## src/hdl/bnta_pkg.sv

```systemverilog
// shared types, constants and codes for the box novelty and text association block
package bnta_pkg;

    localparam int COORD_BITS        = 12;
    localparam int AREA_BITS         = 2 * COORD_BITS;
    localparam int UNI_BITS          = AREA_BITS + 1;
    localparam int FRAC_BITS         = 16;
    localparam int Q_BITS            = FRAC_BITS + 1;
    localparam int PROD_BITS         = Q_BITS + UNI_BITS;
    localparam int ELEM_BITS         = 9;
    localparam int HOST_BITS         = 8;
    localparam int CLASS_BITS        = 6;
    localparam int KIND_BITS         = 2;
    localparam int CFG_IDX_BITS      = 2;
    localparam int DEF_MAX_PROPOSALS = 256;
    localparam int DEF_MAX_TEXTS     = 256;

    localparam logic [KIND_BITS-1:0] KIND_MODEL = 2'd0;
    localparam logic [KIND_BITS-1:0] KIND_ICON  = 2'd1;
    localparam logic [KIND_BITS-1:0] KIND_TEXT  = 2'd2;
    localparam logic [KIND_BITS-1:0] KIND_CLEAR = 2'd3;

    localparam logic [CFG_IDX_BITS-1:0] REG_NOVELTY = 2'd0;
    localparam logic [CFG_IDX_BITS-1:0] REG_CONTAIN = 2'd1;
    localparam logic [CFG_IDX_BITS-1:0] REG_SAME    = 2'd2;

    localparam logic [Q_BITS-1:0] RST_NOVELTY = 17'd32768;
    localparam logic [Q_BITS-1:0] RST_CONTAIN = 17'd52429;
    localparam logic [Q_BITS-1:0] RST_SAME    = 17'd52429;

    localparam logic [CLASS_BITS-1:0] LAST_INTERACTIVE_CLASS = 6'd3;

    typedef struct packed {
        logic [COORD_BITS-1:0] x;
        logic [COORD_BITS-1:0] y;
        logic [COORD_BITS-1:0] w;
        logic [COORD_BITS-1:0] h;
    } box_t;

    typedef struct packed {
        logic load;
        logic scan;
        logic div_start;
        logic finish;
    } cmd_t;

    typedef struct packed {
        logic pipe_busy;
        logic div_done;
        logic out_free;
        logic text_full;
    } sts_t;

endpackage

```

## src/hdl/bnta_ctrl.sv

```systemverilog
// controller: item sequencing, table scan addressing and result hand-off
module bnta_ctrl
    import bnta_pkg::*;
#(
    parameter int PW = 9
)
(
    input  logic                 clk,
    input  logic                 rst_n,
    input  logic                 in_valid,
    input  logic [KIND_BITS-1:0] kind,
    input  sts_t                 sts,
    input  logic [PW-1:0]        ptot,
    output logic                 in_stall,
    output cmd_t                 cmd,
    output logic [PW-1:0]        scan_idx
);

    typedef enum logic [2:0] {
        ST_IDLE,
        ST_SCAN,
        ST_DRAIN,
        ST_DIV,
        ST_FIN
    } state_t;

    state_t               state_reg, state_next;
    logic [PW-1:0]        cnt_reg, cnt_next;
    logic [KIND_BITS-1:0] kind_reg, kind_next;

    always_comb
    begin
        state_next = state_reg;
        cnt_next   = cnt_reg;
        kind_next  = kind_reg;
        cmd        = '0;
        unique case (state_reg)
            ST_IDLE:
            begin
                if (in_valid)
                begin
                    cmd.load  = 1'b1;
                    kind_next = kind;
                    cnt_next  = '0;
                    if (kind == KIND_ICON || (kind == KIND_TEXT && !sts.text_full))
                        state_next = ST_SCAN;
                    else
                        state_next = ST_FIN;
                end
            end
            ST_SCAN:
            begin
                if (cnt_reg == ptot)
                    state_next = ST_DRAIN;
                else
                begin
                    cmd.scan = 1'b1;
                    cnt_next = cnt_reg + 1'b1;
                end
            end
            ST_DRAIN:
            begin
                if (!sts.pipe_busy)
                begin
                    if (kind_reg == KIND_TEXT)
                    begin
                        cmd.div_start = 1'b1;
                        state_next    = ST_DIV;
                    end
                    else
                        state_next = ST_FIN;
                end
            end
            ST_DIV:
            begin
                if (sts.div_done)
                    state_next = ST_FIN;
            end
            ST_FIN:
            begin
                if (sts.out_free)
                begin
                    cmd.finish = 1'b1;
                    state_next = ST_IDLE;
                end
            end
            default:
                state_next = ST_IDLE;
        endcase
    end

    always_ff @(posedge clk or negedge rst_n)
    begin
        if (!rst_n)
        begin
            state_reg <= ST_IDLE;
            cnt_reg   <= '0;
            kind_reg  <= KIND_MODEL;
        end
        else
        begin
            state_reg <= state_next;
            cnt_reg   <= cnt_next;
            kind_reg  <= kind_next;
        end
    end

    assign in_stall = (state_reg != ST_IDLE);
    assign scan_idx = cnt_reg;

endmodule

```

## config.mk

```make
export PLATFORM = sky130hd
export DESIGN_NAME = bnta_ctrl
export DESIGN_NICKNAME = d
export VERILOG_FILES = /design/src/hdl/bnta_pkg.sv /design/src/hdl/bnta_ctrl.sv
export SDC_FILE = /design/constraint.sdc
export NUM_CORES = 1
export LEC_CHECK = 0
export BUFFER_PORTS_ARGS = -buffer_cell sky130_fd_sc_hd__buf_2
export CORE_MARGIN = 2
export CORE_UTILIZATION = 40
export CTS_CLUSTER_DIAMETER = 40
export CTS_CLUSTER_SIZE = 24
export DETAILED_ROUTE_END_ITERATION = 16
export PLACE_DENSITY = 0.67
export SYNTH_ARGS = -nofsm -noshare
export SYNTH_HDL_FRONTEND = slang
export SYNTH_SLANG_ARGS = --single-unit
```

## constraint.sdc

```tcl
create_clock -name clk -period 1.63 [get_ports clk]
set_input_delay 0.0815 -clock clk [delete_from_list [all_inputs] [get_ports clk]]
set_output_delay 0.0815 -clock clk [all_outputs]
set_load 0.02 [all_outputs]
```

==> key figures <==
Logic synthesis
  – Post-synth EDFFs: 0
  – Ys async rst share: 100%
  – Synth Area in Compound Gates: 17.6%
  – Ys flop type: dfrtp_1
  – Cells after synthesis: ~120
  – Simple-gate portion of the synthesized area: 31.3%
  – Synth Cell Area: 0.00105 mm²
  – Syn nets: about 140
  – Mux cell area share after synthesis: 4.89%
  – Combinational family with the most area after synthesis: simple AND/OR/NAND/NOR gates
  – XOR/XNOR share of the synthesized area: 7.51%
  – Seq cells post-synth: 14
  – Average cell area after synthesis: ~8.8 µm²
  – Yosys cell types: 40
  – Seq/Total Area, Yosys: 33.4%
  – Adder-cell area share of the yosys netlist: 1.19%
  – Yosys warnings: 0

Die
  – Die Height: around 55 µm
  – Core Area: ~0.0025 mm²
  – Row cnt: 18
  – IO Count: 32
  – Initial Util: roughly 42%
  – Die outline width: ~55 µm
  – Die area: 0.00305 mm²

Detailed routing
  – Via count: 1,121
  – Pre-antenna DRT Iters: 4
  – Via-to-Cell Ratio: 5.55
  – Starting DRT DRC Count: 40
  – DRC: 0
  – Final WL: about 3000 µm
  – Wire per inst: 14.8 µm
  – Post-DRT Antenna Nets: 0

CTS
  – Clk sinks: 14
  – Clk_lat worst skew: 0.28 ns
  – Clk pin slew, worst setup/hold paths: around 0.09 ns
  – CTS Buffer Depth: 2
  – CTS tree: yes
  – Clock root cell: clkbuf_4
  – H-tree depth: 1
  – CTS Buf Count: 3

Min path
  – Hold Crit Class: input pin to flip-flop
  – Cells on Worst Hold Path: 3
  – Hold endpoint: kind_reg[0]
  – Hold_sp: kind[0]

STA
  – Setup slack after layout: -0.00441 ns
  – Unrepaired setup endpoints after global routing: yes
  – Max Slew Vio Count: 0
  – Fmax achieved: 612 MHz
  – Worst Skew: 0.00486 ns
  – Minimum clock period: 1.63 ns
  – Final setup fails: 1
  – Crit share post-route: 100%
  – Worst slew pin tran: around 0.34 ns
  – Fin. Hold Viols: 0
  – Slew HR: 77.2%

Power and ir drop
  – Power Dens Cells: 1670 mW/mm²
  – Peak VDD IR: between 1 and 1.5 mV
  – Leakage dissipation: 0.752 nW

Critical path
  – CP endpoint kind: output port
  – Crit path launch: scan_idx[0]
  – Arrival @ worst endpoint: 1.55 ns
  – Reg2reg end: state_reg[1]
  – Critical path type: flip-flop to output port
  – R2r setup slk: 0.03 ns
  – R2R Path Start: scan_idx[0]
  – Max stage delay cell, worst path: dfrtp_2
  – Worst setup SP type: flip-flop
  – R2R depth: 6
  – Worst-path fanout max: 2
  – CP required: 1.55 ns
  – Crit path cell chain: xnor2_4, nand4_4, o31ai_4, inv_2, buf_6
  – Critical Path Max Stage Delay: 0.45 ns

Placed design
  – Port Buffers: 31
  – Routability Congestion: 0.911
  – DPL Wire Length: 2180 µm
  – Dpl cells: a little under 200
  – Placed Area: 0.00140 mm²

Global routing
  – Vias in the first global route: roughly 1,100
  – Antenna violations before repair: 0
  – GRT Total Usage: 20.1%
  – First-pass GRT wire length: 5020 µm
  – Grt total ovfl: 0
  – Largest net degree at the start of global routing: 15

Job
  – Max-cap viol count: 0

Cells and area
  – Proportion of layout cells with a drive suffix above 1: 51.7%
  – Area grow syn2layout: 54.2%
  – Post-route insts no fill: ~200
  – Nets: 192
  – Max reg flops: 9
  – Post-route cell area: 0.00162 mm²
  – # diodes: 0

Status
  – Failing checks: setup timing
  – Status: complete, but fails checks
-- worst max-delay path, delay by kind of cell, from the launching register on --
family	cells	cell delay, ns
buffers and inverters	2	0.23
and+or+nand+nor	1	0.14
xor gates and xnor gates	1	0.18
AOI/OAI and AO/OA	1	0.28
DFF	1	0.45
-- timing repair --
| action | 4_1_cts | 5_1_grt |
|---|---|---|
| setup endpoints to repair | 2 | 9 |
| buffers inserted | 5 | 1 |
| hold buffers | 1 | 0 |
| endpoints found under the hold margin | 14 | 0 |
| pin swaps | 4 | 7 |
| gates resized for setup | 8 | 17 |
-- cell usage in the layout (no fill, tap or decap), drive strengths merged, types with 2 or more instances in the layout --
cell type | netlist | layout
nor4 | 5 | 5
and2 | 2 | 2
nand2 | 23 | 23
clkbuf | 1 | 4
mux2i | 4 | 4
dfrtp | 14 | 14
nand2b | 3 | 3
nor3 | 3 | 3
nor2 | 6 | 6
o31ai | 7 | 7
buf | 3 | 52
nand3 | 9 | 9
o211ai | 7 | 7
xnor2 | 9 | 9
inv | 4 | 4
and3 | 2 | 2
-- power breakdown --
group	switching (W)	internal, W
clock	0.000113	0.000136
combinational	0.000960	0.000847
sequential	0.000161	0.000494
total	0.00123	0.00148
-- worst max path at each step --
stage	end	slack, ns	depth (start not counted)
2_1_floorplan	state_reg[1]	0.0008	5
3_3_place_gp	scan_idx[1]	0.06	5
3_5_place_dp	scan_idx[1]	0.05	5
4_1_cts	cmd[2]	0.01	5
5_1_grt	cmd[2]	-0.09	5
6_report	cmd[2]	-0.004	5
-- metrics by stage --
step	hold WS, ns	setup WS (ns)	power, W	util (%)	TNS [ns]
final	0.0210	-0.00441	0.00271	65.4	-0.00441
after global routing	0.0117	-0.0919	0.00291	65.4	-0.264
after CTS	0.00444	0.0123	0.00254	61.0	0
after detailed placement	0.00287	0.0464	0.00216	56.3	0
after global placement	-0.00440	0.0620	0.00212	56.3	0
after floorplan	-0.214	0.000755	0.00163	-	0
-- kinds of logic after synthesis --
kind of cell	Yosys count
xor gates and xnor gates	9
and+or+nand+nor	60
DFF	14
AOI/OAI and AO/OA	22
adders and majority gates	1
muxes	5
buffers and inverters	8
-- synthesized netlist by cell type (all sizes together), types with 3 or more instances --
library cell / n / area, µm²
buf: 3 / 23.8
dfrtp: 14 / 350
inv: 4 / 15.0
mux2i: 4 / 40.0
nand2: 23 / 88.8
nand2b: 3 / 18.8
nand3: 9 / 50.1
nor2: 6 / 22.5
nor3: 3 / 15.0
nor4: 5 / 43.8
o211ai: 7 / 52.6
o31ai: 7 / 66.3
xnor2: 9 / 78.8
-- routing by layer --
layer	vias up	wire length [µm]	global-route usage [%]
li1	543	-	-
met4	0	19	6.62
met1	537	1230	25.3
met3	4	149	2.81
met2	37	1600	35.2
met5	-	0	0
-- layout make-up --
type / count / area [µm²]
inverters: 4 / 17.5
well taps: 30 / 37.5
repair buffers: 53 / 339
clock buffers: 4 / 36.3
multi-input cells: 97 / 832
fillers: 215 / 858
flip-flops and latches: 14 / 357
No activity file was read; power rests on OpenSTA's default activity.
